--- src/hw/rtl/ledser_pkg.sv ---
`default_nettype none
// ----------------------------------------------------------------------------
// ledser_pkg
// Shared types and constants for the addressable LED bit serializer.
// ----------------------------------------------------------------------------
package ledser_pkg;

  localparam int unsigned CFG_IDX_W  = 2;
  localparam int unsigned CFG_DATA_W = 16;
  localparam int unsigned SHORT_W    = 10;
  localparam int unsigned LATCH_W    = 16;
  localparam int unsigned DUR_W      = 16;
  localparam int unsigned BITS_W     = 32;
  localparam int unsigned BIT_CNT_W  = 5;

  localparam logic [CFG_IDX_W-1:0] CFG_SHORT_TICKS = 2'd0;
  localparam logic [CFG_IDX_W-1:0] CFG_LONG_TICKS  = 2'd1;
  localparam logic [CFG_IDX_W-1:0] CFG_LATCH_TICKS = 2'd2;

  localparam logic [SHORT_W-1:0] SHORT_RESET = 10'd50;
  localparam logic [SHORT_W-1:0] LONG_RESET  = 10'd100;
  localparam logic [LATCH_W-1:0] LATCH_RESET = 16'd6500;

  // Index of the final bit in a 3-byte or 4-byte pixel.
  localparam logic [BIT_CNT_W-1:0] LAST_BIT_RGB  = 5'd23;
  localparam logic [BIT_CNT_W-1:0] LAST_BIT_RGBW = 5'd31;

  localparam logic OP_PIXEL = 1'b0;
  localparam logic OP_LATCH = 1'b1;

  // One classified job: a latch or a left-aligned pixel bit string.
  typedef struct packed {
    logic              latch;
    logic              four;
    logic [BITS_W-1:0] bits;
  } ledser_job_t;

  // Phase durations, already clamped to at least one tick.
  typedef struct packed {
    logic [DUR_W-1:0] short_dur;
    logic [DUR_W-1:0] long_dur;
    logic [DUR_W-1:0] latch_dur;
  } ledser_cfg_t;

  typedef enum logic [1:0] {
    ST_IDLE,
    ST_HIGH,
    ST_LOW,
    ST_LATCH
  } ledser_state_t;

endpackage : ledser_pkg
`default_nettype wire

--- src/hw/rtl/ledser_front.sv ---
`default_nettype none
// ----------------------------------------------------------------------------
// ledser_front
// Accepts input transactions and classifies them into queue jobs.
// ----------------------------------------------------------------------------
module ledser_front (
  input  wire logic                 in_valid,
  output logic                      in_stall,
  input  wire logic                 in_op,
  input  wire logic [7:0]           in_red,
  input  wire logic [7:0]           in_green,
  input  wire logic [7:0]           in_blue,
  input  wire logic [7:0]           in_white,
  input  wire logic                 in_with_white,
  input  wire logic                 q_full,
  output logic                      q_push,
  output ledser_pkg::ledser_job_t   q_job
);

  always_comb begin
    in_stall   = q_full;
    q_push     = in_valid && !q_full;
    q_job.latch = (in_op == ledser_pkg::OP_LATCH);
    q_job.four  = in_with_white;
    // Bytes go out in order, MSB first: pack left-aligned.
    q_job.bits  = {in_red, in_green, in_blue, in_white};
  end

endmodule : ledser_front
`default_nettype wire

--- src/hw/rtl/ledser_queue.sv ---
`default_nettype none
// ----------------------------------------------------------------------------
// ledser_queue
// Small register FIFO of jobs between the front and back halves.
// ----------------------------------------------------------------------------
module ledser_queue #(
  parameter int unsigned DEPTH = 2
) (
  input  wire logic                    clk,
  input  wire logic                    rst_n,
  input  wire logic                    push,
  input  wire ledser_pkg::ledser_job_t push_job,
  output logic                         full,
  input  wire logic                    pop,
  output logic                         pop_valid,
  output ledser_pkg::ledser_job_t      pop_job
);

  localparam int unsigned PTR_W = (DEPTH > 1) ? $clog2(DEPTH) : 1;
  localparam int unsigned CNT_W = $clog2(DEPTH + 1);
  localparam logic [PTR_W-1:0] PTR_LAST = PTR_W'(DEPTH - 1);
  localparam logic [CNT_W-1:0] CNT_FULL = CNT_W'(DEPTH);

  ledser_pkg::ledser_job_t mem_r [DEPTH];
  logic [PTR_W-1:0] wr_ptr_r, wr_ptr_nxt;
  logic [PTR_W-1:0] rd_ptr_r, rd_ptr_nxt;
  logic [CNT_W-1:0] count_r,  count_nxt;
  logic             do_push, do_pop;

  always_comb begin
    full      = (count_r == CNT_FULL);
    pop_valid = (count_r != '0);
    pop_job   = mem_r[rd_ptr_r];
    do_push   = push && !full;
    do_pop    = pop && pop_valid;
    wr_ptr_nxt = wr_ptr_r;
    rd_ptr_nxt = rd_ptr_r;
    count_nxt  = count_r;
    if (do_push) begin
      wr_ptr_nxt = (wr_ptr_r == PTR_LAST) ? '0 : wr_ptr_r + 1'b1;
    end
    if (do_pop) begin
      rd_ptr_nxt = (rd_ptr_r == PTR_LAST) ? '0 : rd_ptr_r + 1'b1;
    end
    if (do_push && !do_pop) begin
      count_nxt = count_r + 1'b1;
    end else if (do_pop && !do_push) begin
      count_nxt = count_r - 1'b1;
    end
  end

  always_ff @(posedge clk) begin
    if (!rst_n) begin
      wr_ptr_r <= '0;
      rd_ptr_r <= '0;
      count_r  <= '0;
    end else begin
      wr_ptr_r <= wr_ptr_nxt;
      rd_ptr_r <= rd_ptr_nxt;
      count_r  <= count_nxt;
    end
  end

  always_ff @(posedge clk) begin
    if (do_push) begin
      mem_r[wr_ptr_r] <= push_job;
    end
  end

endmodule : ledser_queue
`default_nettype wire

--- src/hw/rtl/ledser_back.sv ---
`default_nettype none
// ----------------------------------------------------------------------------
// ledser_back
// Phase sequencer: expands one job into (level, duration, last) phases.
// ----------------------------------------------------------------------------
module ledser_back (
  input  wire logic                        clk,
  input  wire logic                        rst_n,
  input  wire ledser_pkg::ledser_cfg_t     cfg,
  input  wire logic                        q_valid,
  input  wire ledser_pkg::ledser_job_t     q_job,
  output logic                             q_pop,
  output logic                             out_valid,
  input  wire logic                        out_stall,
  output logic                             out_level,
  output logic [ledser_pkg::DUR_W-1:0]     out_duration,
  output logic                             out_last
);

  ledser_pkg::ledser_state_t state_r, state_nxt;

  logic [ledser_pkg::BITS_W-1:0]    data_r,    data_nxt;
  logic [ledser_pkg::BIT_CNT_W-1:0] bit_cnt_r, bit_cnt_nxt;
  logic [ledser_pkg::BIT_CNT_W-1:0] last_bit_r, last_bit_nxt;

  logic                         out_valid_r, out_valid_nxt;
  logic                         out_level_r, out_level_nxt;
  logic [ledser_pkg::DUR_W-1:0] out_dur_r,   out_dur_nxt;
  logic                         out_last_r,  out_last_nxt;

  logic adv;
  logic cur_bit;

  always_comb begin
    adv     = !out_valid_r || !out_stall;
    cur_bit = data_r[ledser_pkg::BITS_W-1];

    state_nxt     = state_r;
    data_nxt      = data_r;
    bit_cnt_nxt   = bit_cnt_r;
    last_bit_nxt  = last_bit_r;
    out_valid_nxt = out_valid_r;
    out_level_nxt = out_level_r;
    out_dur_nxt   = out_dur_r;
    out_last_nxt  = out_last_r;
    q_pop         = 1'b0;

    if (adv) begin
      out_valid_nxt = 1'b0;
    end

    case (state_r)
      ledser_pkg::ST_IDLE: begin
        if (q_valid) begin
          q_pop        = 1'b1;
          data_nxt     = q_job.bits;
          bit_cnt_nxt  = '0;
          last_bit_nxt = q_job.four ? ledser_pkg::LAST_BIT_RGBW
                                    : ledser_pkg::LAST_BIT_RGB;
          state_nxt    = q_job.latch ? ledser_pkg::ST_LATCH : ledser_pkg::ST_HIGH;
        end
      end
      ledser_pkg::ST_HIGH: begin
        if (adv) begin
          out_valid_nxt = 1'b1;
          out_level_nxt = 1'b1;
          out_dur_nxt   = cur_bit ? cfg.long_dur : cfg.short_dur;
          out_last_nxt  = 1'b0;
          state_nxt     = ledser_pkg::ST_LOW;
        end
      end
      ledser_pkg::ST_LOW: begin
        if (adv) begin
          out_valid_nxt = 1'b1;
          out_level_nxt = 1'b0;
          out_dur_nxt   = cur_bit ? cfg.short_dur : cfg.long_dur;
          out_last_nxt  = (bit_cnt_r == last_bit_r);
          data_nxt      = {data_r[ledser_pkg::BITS_W-2:0], 1'b0};
          bit_cnt_nxt   = bit_cnt_r + 1'b1;
          state_nxt     = (bit_cnt_r == last_bit_r) ? ledser_pkg::ST_IDLE
                                                    : ledser_pkg::ST_HIGH;
        end
      end
      ledser_pkg::ST_LATCH: begin
        if (adv) begin
          out_valid_nxt = 1'b1;
          out_level_nxt = 1'b0;
          out_dur_nxt   = cfg.latch_dur;
          out_last_nxt  = 1'b1;
          state_nxt     = ledser_pkg::ST_IDLE;
        end
      end
      default: begin
        state_nxt = ledser_pkg::ST_IDLE;
      end
    endcase

    out_valid    = out_valid_r;
    out_level    = out_level_r;
    out_duration = out_dur_r;
    out_last     = out_last_r;
  end

  always_ff @(posedge clk) begin
    if (!rst_n) begin
      state_r     <= ledser_pkg::ST_IDLE;
      out_valid_r <= 1'b0;
    end else begin
      state_r     <= state_nxt;
      out_valid_r <= out_valid_nxt;
    end
  end

  always_ff @(posedge clk) begin
    data_r      <= data_nxt;
    bit_cnt_r   <= bit_cnt_nxt;
    last_bit_r  <= last_bit_nxt;
    out_level_r <= out_level_nxt;
    out_dur_r   <= out_dur_nxt;
    out_last_r  <= out_last_nxt;
  end

endmodule : ledser_back
`default_nettype wire

--- src/hw/rtl/addressable_led_bit_serializer_top.sv ---
// Path: an accepted transaction passes the queue, the sequencer's job load and the
// registered output stage before its first phase shows. Throughput: one phase per
// cycle from the sequencer while out_stall is low; each job also spends an idle
// state loading from the queue, so a new job starts only after the last is through.
// Reset: synchronous, active low; clears queue, sequencer and output valid and
// restores the durations to 50 / 100 / 6500 ticks.
`default_nettype none
// ----------------------------------------------------------------------------
// addressable_led_bit_serializer_top
// Line encoder for addressable LED strings: pixel and latch requests in,
// (level, duration, last) phases out.
// ----------------------------------------------------------------------------
module addressable_led_bit_serializer_top #(
  parameter int unsigned QUEUE_DEPTH = 2   // jobs buffered between front and back
) (
  input  wire logic                                clk,
  input  wire logic                                rst_n,
  // input transactions
  input  wire logic                                in_valid,
  output logic                                     in_stall,
  input  wire logic                                in_op,
  input  wire logic [7:0]                          in_red,
  input  wire logic [7:0]                          in_green,
  input  wire logic [7:0]                          in_blue,
  input  wire logic [7:0]                          in_white,
  input  wire logic                                in_with_white,
  // result transactions
  output logic                                     out_valid,
  input  wire logic                                out_stall,
  output logic                                     out_level,
  output logic [ledser_pkg::DUR_W-1:0]             out_duration,
  output logic                                     out_last,
  // register writes
  input  wire logic                                cfg_valid,
  output logic                                     cfg_ready,
  input  wire logic [ledser_pkg::CFG_IDX_W-1:0]    cfg_index,
  input  wire logic [ledser_pkg::CFG_DATA_W-1:0]   cfg_data
);

  // Timing registers. A write to an unknown index is dropped.
  logic [ledser_pkg::SHORT_W-1:0] short_ticks_r;
  logic [ledser_pkg::SHORT_W-1:0] long_ticks_r;
  logic [ledser_pkg::LATCH_W-1:0] latch_ticks_r;

  ledser_pkg::ledser_cfg_t cfg;
  ledser_pkg::ledser_job_t push_job, pop_job;
  logic q_full, q_push, q_pop, q_valid;

  assign cfg_ready = 1'b1;

  always_ff @(posedge clk) begin
    if (!rst_n) begin
      short_ticks_r <= ledser_pkg::SHORT_RESET;
      long_ticks_r  <= ledser_pkg::LONG_RESET;
      latch_ticks_r <= ledser_pkg::LATCH_RESET;
    end else if (cfg_valid && cfg_ready) begin
      case (cfg_index)
        ledser_pkg::CFG_SHORT_TICKS: short_ticks_r <= cfg_data[ledser_pkg::SHORT_W-1:0];
        ledser_pkg::CFG_LONG_TICKS:  long_ticks_r  <= cfg_data[ledser_pkg::SHORT_W-1:0];
        ledser_pkg::CFG_LATCH_TICKS: latch_ticks_r <= cfg_data[ledser_pkg::LATCH_W-1:0];
        default: ;
      endcase
    end
  end

  // A zero duration counts as one tick so no phase is empty.
  always_comb begin
    cfg.short_dur = (short_ticks_r == '0) ? ledser_pkg::DUR_W'(1)
                                          : ledser_pkg::DUR_W'(short_ticks_r);
    cfg.long_dur  = (long_ticks_r == '0)  ? ledser_pkg::DUR_W'(1)
                                          : ledser_pkg::DUR_W'(long_ticks_r);
    cfg.latch_dur = (latch_ticks_r == '0) ? ledser_pkg::DUR_W'(1)
                                          : ledser_pkg::DUR_W'(latch_ticks_r);
  end

  // Front: take transactions while the queue has room.
  ledser_front u_front (
    .in_valid      (in_valid),
    .in_stall      (in_stall),
    .in_op         (in_op),
    .in_red        (in_red),
    .in_green      (in_green),
    .in_blue       (in_blue),
    .in_white      (in_white),
    .in_with_white (in_with_white),
    .q_full        (q_full),
    .q_push        (q_push),
    .q_job         (push_job)
  );

  // Decouples intake from the phase sequencer.
  ledser_queue #(
    .DEPTH (QUEUE_DEPTH)
  ) u_queue (
    .clk       (clk),
    .rst_n     (rst_n),
    .push      (q_push),
    .push_job  (push_job),
    .full      (q_full),
    .pop       (q_pop),
    .pop_valid (q_valid),
    .pop_job   (pop_job)
  );

  // Back: one phase per cycle, while the output is not stalled, into a registered output stage.
  ledser_back u_back (
    .clk          (clk),
    .rst_n        (rst_n),
    .cfg          (cfg),
    .q_valid      (q_valid),
    .q_job        (pop_job),
    .q_pop        (q_pop),
    .out_valid    (out_valid),
    .out_stall    (out_stall),
    .out_level    (out_level),
    .out_duration (out_duration),
    .out_last     (out_last)
  );

endmodule : addressable_led_bit_serializer_top
`default_nettype wire

--- config.mk ---
export PLATFORM = sky130hd
export DESIGN_NAME = addressable_led_bit_serializer_top
export DESIGN_NICKNAME = d
export VERILOG_FILES = /design/src/hw/rtl/ledser_pkg.sv /design/src/hw/rtl/ledser_front.sv /design/src/hw/rtl/ledser_queue.sv /design/src/hw/rtl/ledser_back.sv /design/src/hw/rtl/addressable_led_bit_serializer_top.sv
export SDC_FILE = /design/constraint.sdc
export NUM_CORES = 1
export LEC_CHECK = 0
export BUFFER_PORTS_ARGS = -buffer_cell sky130_fd_sc_hd__buf_2
export CORE_MARGIN = 5
export CORE_UTILIZATION = 35
export DETAILED_ROUTE_END_ITERATION = 8
export PLACE_DENSITY = 0.6
export SYNTH_ARGS = -nofsm -noshare
export SYNTH_HDL_FRONTEND = slang
export SYNTH_SLANG_ARGS = --single-unit
--- constraint.sdc ---
create_clock -name clk -period 6.75 [get_ports clk]
set_clock_uncertainty 0.15 [all_clocks]
set_input_delay 1.0125 -clock clk [delete_from_list [all_inputs] [get_ports clk]]
set_output_delay 1.0125 -clock clk [all_outputs]
set_load 0.005 [all_outputs]
Yosys cells after proc, flatten, opt, wreduce, memory -nomap -nowiden

Memories as Yosys holds them, arrays and structs flattened. A register that Yosys moved wholly into a read port is not among the register bits.
Index checks and enable logic that the tools add are counted.

Output and inout bits: 21
Logic and storage cells: 104
Input port bits: 57
RAM bits: 68
Flip-flop bits (word level): 103
Memories kept: 1

Memories:

| name          | depth | bits a word | read ports | clocked after Yosys merged registers in | wr ports | RTL line           | text |
|---|---|---|---|---|---|---|---|
| u_queue.mem_r | 2     | 34          | 1          | 1                                       | 1        | ledser_queue.sv:24 | `ledser_pkg::ledser_job_t mem_r [DEPTH];` |

Eq/ne operators: 12
Add/sub/neg operators: 5
Reductions and logical operators: 31
Muxes and demuxes: 41

Operators with widths:

| kind                  | number |
|---|---|
| $mux W16              | 4 |
| $mux W32              | 2 |
| $pmux W32 S2          | 1 |
| $pmux W16 S3          | 1 |
| $mux W10              | 4 |
| $logic_not A10 Y1     | 2 |
| $logic_not A16 Y1     | 1 |
| $mux W1               | 15 |
| $mux W2               | 7 |
| $mux W5               | 2 |
| $pmux W5 S2           | 1 |
| $eq A2 B2 Y1 const B  | 4 |
| $ne A2 B1 Y1 const B  | 4 |
| $pmux W2 S4           | 1 |
| $reduce_and A2 Y1     | 4 |
| $reduce_and A4 Y1     | 2 |
| $reduce_bool A2 Y1    | 4 |
| $reduce_and A3 Y1     | 2 |
| $add A5 B1 Y5 const B | 1 |
| $eq A5 B5 Y1          | 1 |
| $logic_and A1 B1 Y1   | 5 |
| $logic_not A1 Y1      | 5 |
| $eq A2 B1 Y1 const B  | 2 |
| $logic_not A2 Y1      | 2 |
| 11 further kinds      | 12 |

Logic depth before layout (Yosys ltp)

Gate-level depths: netlist (run 1).

Word-level depth: 8
Depth in mapped cells: 7
Gate-level depth less buffers: 7

Modules after synthesis

Synthesis (run 1) repeated with hierarchy kept, for this count alone.

Cells, all modules: 595
Area total of the unflattened synthesis: 7597.3 um^2

Modules (own cells, without submodules):

| module                             | sequential area each (um^2) | instances | area each (um^2) | cells each |
|---|---|---|---|---|
| ledser_back                        | 1741.7                      | 1         | 3044.2           | 220 |
| ledser_queue                       | 2142.1                      | 1         | 2688.8           | 131 |
| addressable_led_bit_serializer_top | 720.7                       | 1         | 1587.8           | 208 |
| ledser_front                       | 0.0                         | 1         | 276.5            | 36 |

Worst setup path before layout (run 1)

Ideal clock, no wire load.

Path type: input-to-reg
Start point: input port in_valid
End point: memory u_queue.mem_r[0][0] (netlist bit) (enable)
Buffers on the path: 0
Arrival time: 2536 ps
Stages on the path: 2
Setup slack: 3639 ps
Setup time: 425 ps
Data required time: 6175 ps
Cell sequence: nand2_1 nor2_1

Word-level cells in the longest chain between the ends: 4

Ends and longest elaborated chain:

| element                       | RTL line                                 | text |
|---|---|---|
| start, declared               | addressable_led_bit_serializer_top.sv:19 | `input wire logic in_valid,` |
| $logic_and A1 B1 Y1           | ledser_front.sv:22                       | `q_push = in_valid && !q_full;` |
| $logic_and A1 B1 Y1           | ledser_queue.sv:34                       | `do_push = push && !full;` |
| $mux W1                       | ledser_queue.sv:65                       | `if (do_push) begin` |
| $mux W1 (implied by the code) | ledser_queue.sv:66                       | `mem_r[wr_ptr_r] <= push_job;` |
| end, declared                 | ledser_queue.sv:24                       |  |

No other way between the ends.

Worst setup path in the final report (run 1)

Start point: register u_back.state_r[0]
End point: register u_back.data_r[29] (netlist bit) (data pin)

Word-level cells in the longest chain between the ends: 2
Elaborated cells between the ends (all ways): 3
Classes of those cells: eq/ne (1); mux (1); reduce/logical (1)

Ends and longest elaborated chain:

| element                                                 | RTL line           | text |
|---|---|---|
| start, declared                                         | ledser_back.sv:20  | `ledser_pkg::ledser_state_t state_r, state_nxt;` |
| start signal, assigned                                  | ledser_back.sv:106 | `state_r <= ledser_pkg::ST_IDLE;` |
| start signal, assigned                                  | ledser_back.sv:109 | `state_r <= state_nxt;` |
| $eq A2 B2 Y1 / $logic_not A2 Y1 (equally long branches) | ledser_back.sv:52  | `case (state_r)` |
| $pmux W32 S2 *                                          | ledser_back.sv:52  |  |
| via u_back.data_nxt, one bit                            | ledser_back.sv:22  | `logic [ledser_pkg::BITS_W-1:0] data_r, data_nxt;` |
| end signal, assigned                                    | ledser_back.sv:115 | `data_r <= data_nxt;` |
| end, declared                                           | ledser_back.sv:22  |  |

The timed path passes the listed nets; every way through them passes the cells marked *.
A chain may end at the register's enable or synchronous reset.

==> results.sh, run 1 <==
export IMPL_cts_hold_buf=0
export IMPL_status="completed"
export IMPL_cts_tree="done"
export IMPL_drt_iter0_drc=282
export IMPL_path_cells="nand2b_2 -> a21oi_1"
export IMPL_crit_path_start="u_back.state_r[0]"
export IMPL_syn_avg_cell_area_sq_um=12.34
export IMPL_num_rows=50
export IMPL_critPathMaxFanout=66
export IMPL_dieWidth_um=148.2
export IMPL_hpwlAfterDp_um=8586
export IMPL_grt_antenna_before_repair=0
export IMPL_final_max_slew_viol_count=0
export IMPL_drive_gt1_share_pct=19.13
export IMPL_fin_tns_setup_ps=0
export IMPL_synth_edff_count=124
export IMPL_min_delay_start="long_ticks_r[0]"
export IMPL_p_clk_share_pct=28.5
export IMPL_syn_inst=542
export IMPL_peakVddDrop_mv=0.1999
export IMPL_combPwrFrac_pct=21.2
export IMPL_r2r_start="u_back.state_r[0]"
export IMPL_yosys_area_top_type="edfxtp_1"
export IMPL_clk_insertion_delay_late_ps=430
export IMPL_start_util_pct=35.63
export IMPL_gp_congestion=0.8278
export IMPL_dieArea_sq_um=21970
export IMPL_ys_ff_latch=168
export IMPL_setup_viol=0
export IMPL_place_port_buffers=76
export IMPL_switching_share_pct=30.47
export IMPL_ys_types=43
export IMPL_critPathMaxStageDelay_ps=1090
export IMPL_drv_cap=0
export IMPL_worstMarginPinSlew_ps=1178
export IMPL_dr_pass1_iters=7
export IMPL_hold_viol_final=0
export IMPL_syn_nets=601
export IMPL_grt_use_total_pct=12.61
export IMPL_cts_root_buf="clkbuf_16"
export IMPL_cts_resized=0
export IMPL_end_kind="flop"
export IMPL_synth_top_area_share_pct=55.69
export IMPL_synthToLayoutAreaGrowth_pct=16.62
export IMPL_grt_first_pass_wirelength_um=21740
export IMPL_grt_overflow=0
export IMPL_post_cts_buffers=0
export IMPL_syn_cell_area_sq_um=6686
export IMPL_worstRegToRegCells=2
export IMPL_crit_type="reg -> reg"
export IMPL_grt_max_degree=67
export IMPL_startpoint_type="flop"
export IMPL_slowest_stage="dfxtp_1"
export IMPL_synthTopCellsByArea="edfxtp_1, dfxtp_1, mux2i_1, a21oi_1, nand2_1"
export IMPL_antenna_left=0
export IMPL_numCtsBuffers=17
export IMPL_h_tree_depth=4
export IMPL_cp_required_ps=6720
export IMPL_cellInternalPower_uw=2326
export IMPL_drc_errors=0
export IMPL_min_period_ps=2824
export IMPL_antenna_cells=0
export IMPL_post_dp_cell_area_sq_um=7218
export IMPL_vias=4236
export IMPL_coreArea_sq_um=18770
export IMPL_clock_sinks=168
export IMPL_p_leak_uw=0.002880
export IMPL_nets=668
export IMPL_finish_instance_area_sq_um=7797
export IMPL_slew_headroom_pct=21.45
export IMPL_power_frac_seq_pct=50.3
export IMPL_p_sw_uw=1019
export IMPL_async_reset_ff_share_pct=0
export IMPL_rsz0062_at_grt="no"
export IMPL_ys_warn_count=0
export IMPL_ys_flop_type="edfxtp_1"
export IMPL_postRouteWirelength_um=13580
export IMPL_seq_area_frac_synth_pct=68.86
export IMPL_arrival_ps=2790
export IMPL_p_per_area_nw_per_um2=429.0
export IMPL_clkTransAtPathRegs_ps=70
export IMPL_grt_pass1_vias=4187
export IMPL_wl_per_cell_um=15.87
export IMPL_fin_crit_sh_pct=41.84
export IMPL_die_h_um=148.2
export IMPL_drt_vias_per_instance=4.949
export IMPL_clock_path_buffers=2
export IMPL_max_freq_ghz=0.3541
export IMPL_hp_class="reg -> reg"
export IMPL_pin_count=78
export IMPL_hold_path_depth=2
path summary, 6_finish.rpt:
kind | end | slack (ps)
worst max register to register | u_back.data_r[29] | 3930
worst max-delay path | u_back.data_r[29] | 3930
worst min register to register | long_ticks_r[0] | 310
worst min-delay path | long_ticks_r[0] | 310
power by group through the flow:
stage	clock network [uW]	registers, uW	logic, uW
floorplan	0	1610	577
global placement	0	1700	686
detailed placement	0	1710	721
CTS	979	1690	724
global route	1020	1710	802
finish	954	1680	709
state kept, by name, summed over array words and instances (netlist names), 5 cells and up, named ones only:
register and cells:
u_queue.mem_r 68, u_back.out_duration 16, long_ticks_r 10, u_back.data_r 32
u_back.bit_cnt_r 5, short_ticks_r 10, latch_ticks_r 16
critical path, delay by kind of cell (launching register included):
kind	cells	cell delay, ps
compound gates	1	170
flops	1	1090
simple gates	1	1060
area by class of cell:
class | count | area [sq um]
inverter | 6 | 22.52
clock buffer | 20 | 436.7
sequential | 168 | 4606
multi-input combinational | 338 | 1902
clock inverter | 12 | 142.6
tap | 234 | 292.8
fill | 1763 | 10970
timing repair buffer | 78 | 395.4
through the flow:
step / setup slack, ps / std cells / hold WS (ps) / util [%] / total power (uW)
after detailed placement: 3953 / 824 / 303.2 / 38.46 / 2428
after floorplan: 3639 / 542 / 285.8 / - / 2186
final: 3926 / 856 / 314.5 / 41.55 / 3345
after CTS: 3926 / 856 / 312.4 / 41.55 / 3390
after global routing: 3681 / 856 / 342.9 / 41.55 / 3537
after global placement: 4046 / 824 / 297.6 / 38.46 / 2386
synth_stat cells, drive strengths merged, types with 2 or more instances:
cell    number
edfxtp     124
nand2       79
a21oi       76
nor2        57
dfxtp       44
mux2i       41
buf         23
nand3       16
nor2b        9
a211oi       8
and3         8
clkbuf       7
inv          6
xor2         6
nor4         5
o21ai        4
a31oi        3
nor3         3
a31o         2
ha           2
nand2b       2
o22ai        2
xnor2        2
cell usage in the layout, fill, tap and decap left out, types with 2 or more instances in the layout:
cell type,Yosys,final
a211oi_1,8,8
a21oi_1,76,76
a31o_1,2,2
a31oi_1,3,3
and3_1,8,7
buf_2,14,76
buf_4,8,2
bufinv_16,0,2
clkbuf_1,6,3
clkbuf_16,0,17
clkinv_4,0,3
clkinvlp_4,0,2
dfxtp_1,44,43
edfxtp_1,124,124
ha_1,2,2
inv_1,5,5
inv_6,0,3
mux2i_1,41,41
nand2_1,79,78
nand3_1,16,16
nor2_1,55,54
nor2_2,2,2
nor2b_1,9,9
nor3_1,3,3
nor4_1,5,5
o21ai_0,2,2
o22ai_1,2,2
xnor2_1,2,2
xor2_1,6,6
kinds of logic (layout without fill, tap and decap cells):
kind of cell,after synthesis,in the layout,synth area share (%)
and+or+nand+nor,186,186,12.28
DFF,168,168,68.86
AOI/OAI and AO/OA,99,99,8.177
other,1,1,0.05608
xor gates and xnor gates,8,8,1.048
buffers and inverters,36,116,2.901
adders and majority gates,2,2,0.3742
muxes,42,42,6.306
layer usage:
layer	share of wire (%)	vias to the layer above	GRT usage, %
met2	48	105	20.90
li1	-	2087	-
met5	0	-	0
met3	5.8	13	3.443
met4	1.2	0	4.758
met1	45	2031	15.82
Note: power is estimated with default switching activity, not from simulation.
==> run 2: changes to the inputs <==
==> constraint.sdc (replaced) <==
create_clock -name clk -period 2.7 [get_ports clk]
set_clock_uncertainty 0.15 [all_clocks]
set_input_delay 0.405 -clock clk [delete_from_list [all_inputs] [get_ports clk]]
set_output_delay 0.405 -clock clk [all_outputs]
set_load 0.005 [all_outputs]
==> run 2 against run 1 <==
Net effect:
- via count barely moved
- total power rose by 150%
- wire length fell by 1.4%
- first-iteration DRC count fell by 1.4%
- critical path type unchanged
==> results.sh, run 2 (same netlist as run 1, synthesis figures left out) <==
export IMPL_status="completed"
export IMPL_grt_first_pass_wirelength_um=21760
export IMPL_fin_tns_setup_ps=0
export IMPL_slew_headroom_pct=30.47
export IMPL_hold_viol_final=0
export IMPL_cp_required_ps=2730
export IMPL_post_cts_buffers=0
export IMPL_grt_max_degree=67
export IMPL_place_inst=831
export IMPL_nets=686
export IMPL_grt_pass1_vias=4265
export IMPL_slowest_stage="edfxtp_1"
export IMPL_min_delay_start="in_blue[4]"
export IMPL_startpoint_type="flop"
export IMPL_layout_common_cells="edfxtp_1, nand2_1, a21oi_1, buf_2, nor2_1"
export IMPL_dr_pass1_iters=4
export IMPL_clock_sinks=168
export IMPL_clk_insertion_delay_late_ps=430
export IMPL_dieWidth_um=148.2
export IMPL_p_leak_uw=0.002962
export IMPL_arrival_ps=2090
export IMPL_crit_family="flip-flops"
export IMPL_critPathMaxStageDelay_ps=1030
export IMPL_largest_register="u_queue.mem_r"
export IMPL_rsz0062_at_grt="no"
export IMPL_grtUsageMet2_pct=20.67
export IMPL_hp_class="in -> reg"
export IMPL_final_max_slew_viol_count=0
export IMPL_place_port_buffers=76
export IMPL_nFillCells=1765
export IMPL_p_per_area_nw_per_um2=1041
export IMPL_die_h_um=148.2
export IMPL_r2r_start="u_back.data_r[31]"
export IMPL_vias=4237
export IMPL_grt_antenna_before_repair=0
export IMPL_hpwlAfterDp_um=8695
export IMPL_drt_vias_per_instance=4.848
export IMPL_drive_gt1_share_pct=20.00
export IMPL_total_power_uw=8289
export IMPL_cts_root_buf="clkbuf_16"
export IMPL_gr_usage_met1_pct=15.68
export IMPL_clock_path_buffers=2
export IMPL_gp_congestion=0.8173
export IMPL_crit_path_start="u_back.data_r[31]"
export IMPL_wl_per_cell_um=15.32
export IMPL_postRouteWirelength_um=13390
export IMPL_grt_use_total_pct=12.62
export IMPL_cts_resized=0
export IMPL_drc_errors=0
export IMPL_antenna_left=0
export IMPL_worstMarginPinSlew_ps=1043
export IMPL_start_util_pct=35.63
export IMPL_drv_cap=0
export IMPL_num_rows=50
export IMPL_coreArea_sq_um=18770
export IMPL_top_regs="u_queue.mem_r x68, u_back.data_r x32"
export IMPL_crit_type="reg -> reg"
export IMPL_synthToLayoutAreaGrowth_pct=19.05
export IMPL_pin_count=78
export IMPL_critPathMaxFanout=30
export IMPL_drt_iter0_drc=278
export IMPL_clkTransAtPathRegs_ps=70
export IMPL_dieArea_sq_um=21970
export IMPL_crit_buf_inv=0
export IMPL_h_tree_depth=4
export IMPL_cts_tree="done"
export IMPL_fin_crit_sh_pct=76.17
export IMPL_largest_reg_flops=68
export IMPL_end_kind="flop"
export IMPL_grt_busiest_layer="met2"
export IMPL_fin_cells=874
export IMPL_numCtsBuffers=17
export IMPL_setup_viol=0
export IMPL_peakVddDrop_mv=0.6310
export IMPL_grt_util_met3_pct=4.083
export IMPL_layout_commonest_cell="edfxtp_1"
export IMPL_antenna_cells=0
export IMPL_grt_overflow=0
export IMPL_min_period_ps=2056
export IMPL_max_freq_ghz=0.4863
export IMPL_path_cells="nor2_1 -> a22oi_1 -> o22ai_1 -> a31o_1"
-- run 2: cell types whose count changed in the layout (fill, tap and decap cells not counted) --
cell	before	now
inv_6	3	5
inv_8	1	2
clkinv_2	0	2
clkbuf_1	3	1
buf_12	0	3
buf_4	2	6
bufinv_16	2	0
dlygate4sd3_1	0	11
clkinv_4	3	2
-- run 2: final cells by class --
type	instances	area (sq um)	area share, %
sequential	168	4606	57.86
tap	234	292.8	3.678
inverter	6	22.52	0.2829
multi-input combinational	338	1902	23.89
timing repair buffer	96	595.6	7.482
clock buffer	18	429.2	5.391
clock inverter	14	112.6	1.415
-- run 2: timing repair --
item,4_1_cts,5_1_grt
hold endpoints to repair,12,8
setup endpoints to repair,0,0
hold buffers,7,4
-- run 2: metal layers --
layer,vias to the layer above,wire length [um],part of all wire [%]
li1,2123,-,-
met1,1986,5759,43
met2,124,6536,49
met3,4,1009,7.5
met4,0,83,0.62
met5,-,0,0
-- run 2: power breakdown --
group / total, uW / leakage (uW) / internal (uW) / switching (uW)
logic: 1980 / 0.00117 / 748 / 1230
registers: 4070 / 0.00153 / 3750 / 318
clock network: 2240 / 0.000263 / 1200 / 1040
total: 8290 / 0.00296 / 5700 / 2590
-- run 2: worst paths after layout --
| check | cells after the start | to | slack [ps] |
|---|---|---|---|
| min reg2reg | 2 | short_ticks_r[0] | 310 |
| min | 1 | u_queue.mem_r[1][12] | 20 |
| max reg2reg | 4 | u_back.out_duration[1] | 640 |
| max | 4 | u_back.out_duration[1] | 640 |
-- run 2: metrics by stage --
step	setup slack (ps)	area (sq um)	utilization, %	hold WS [ps]
after CTS	639.4	7920	42.20	0.04891
final	643.5	7960	42.41	16.20
after global placement	724.4	7308	38.94	295.8
after floorplan	53.99	6686	-	285.8
after global routing	470.7	7960	42.41	0.2628
after detailed placement	628.5	7308	38.94	296.7
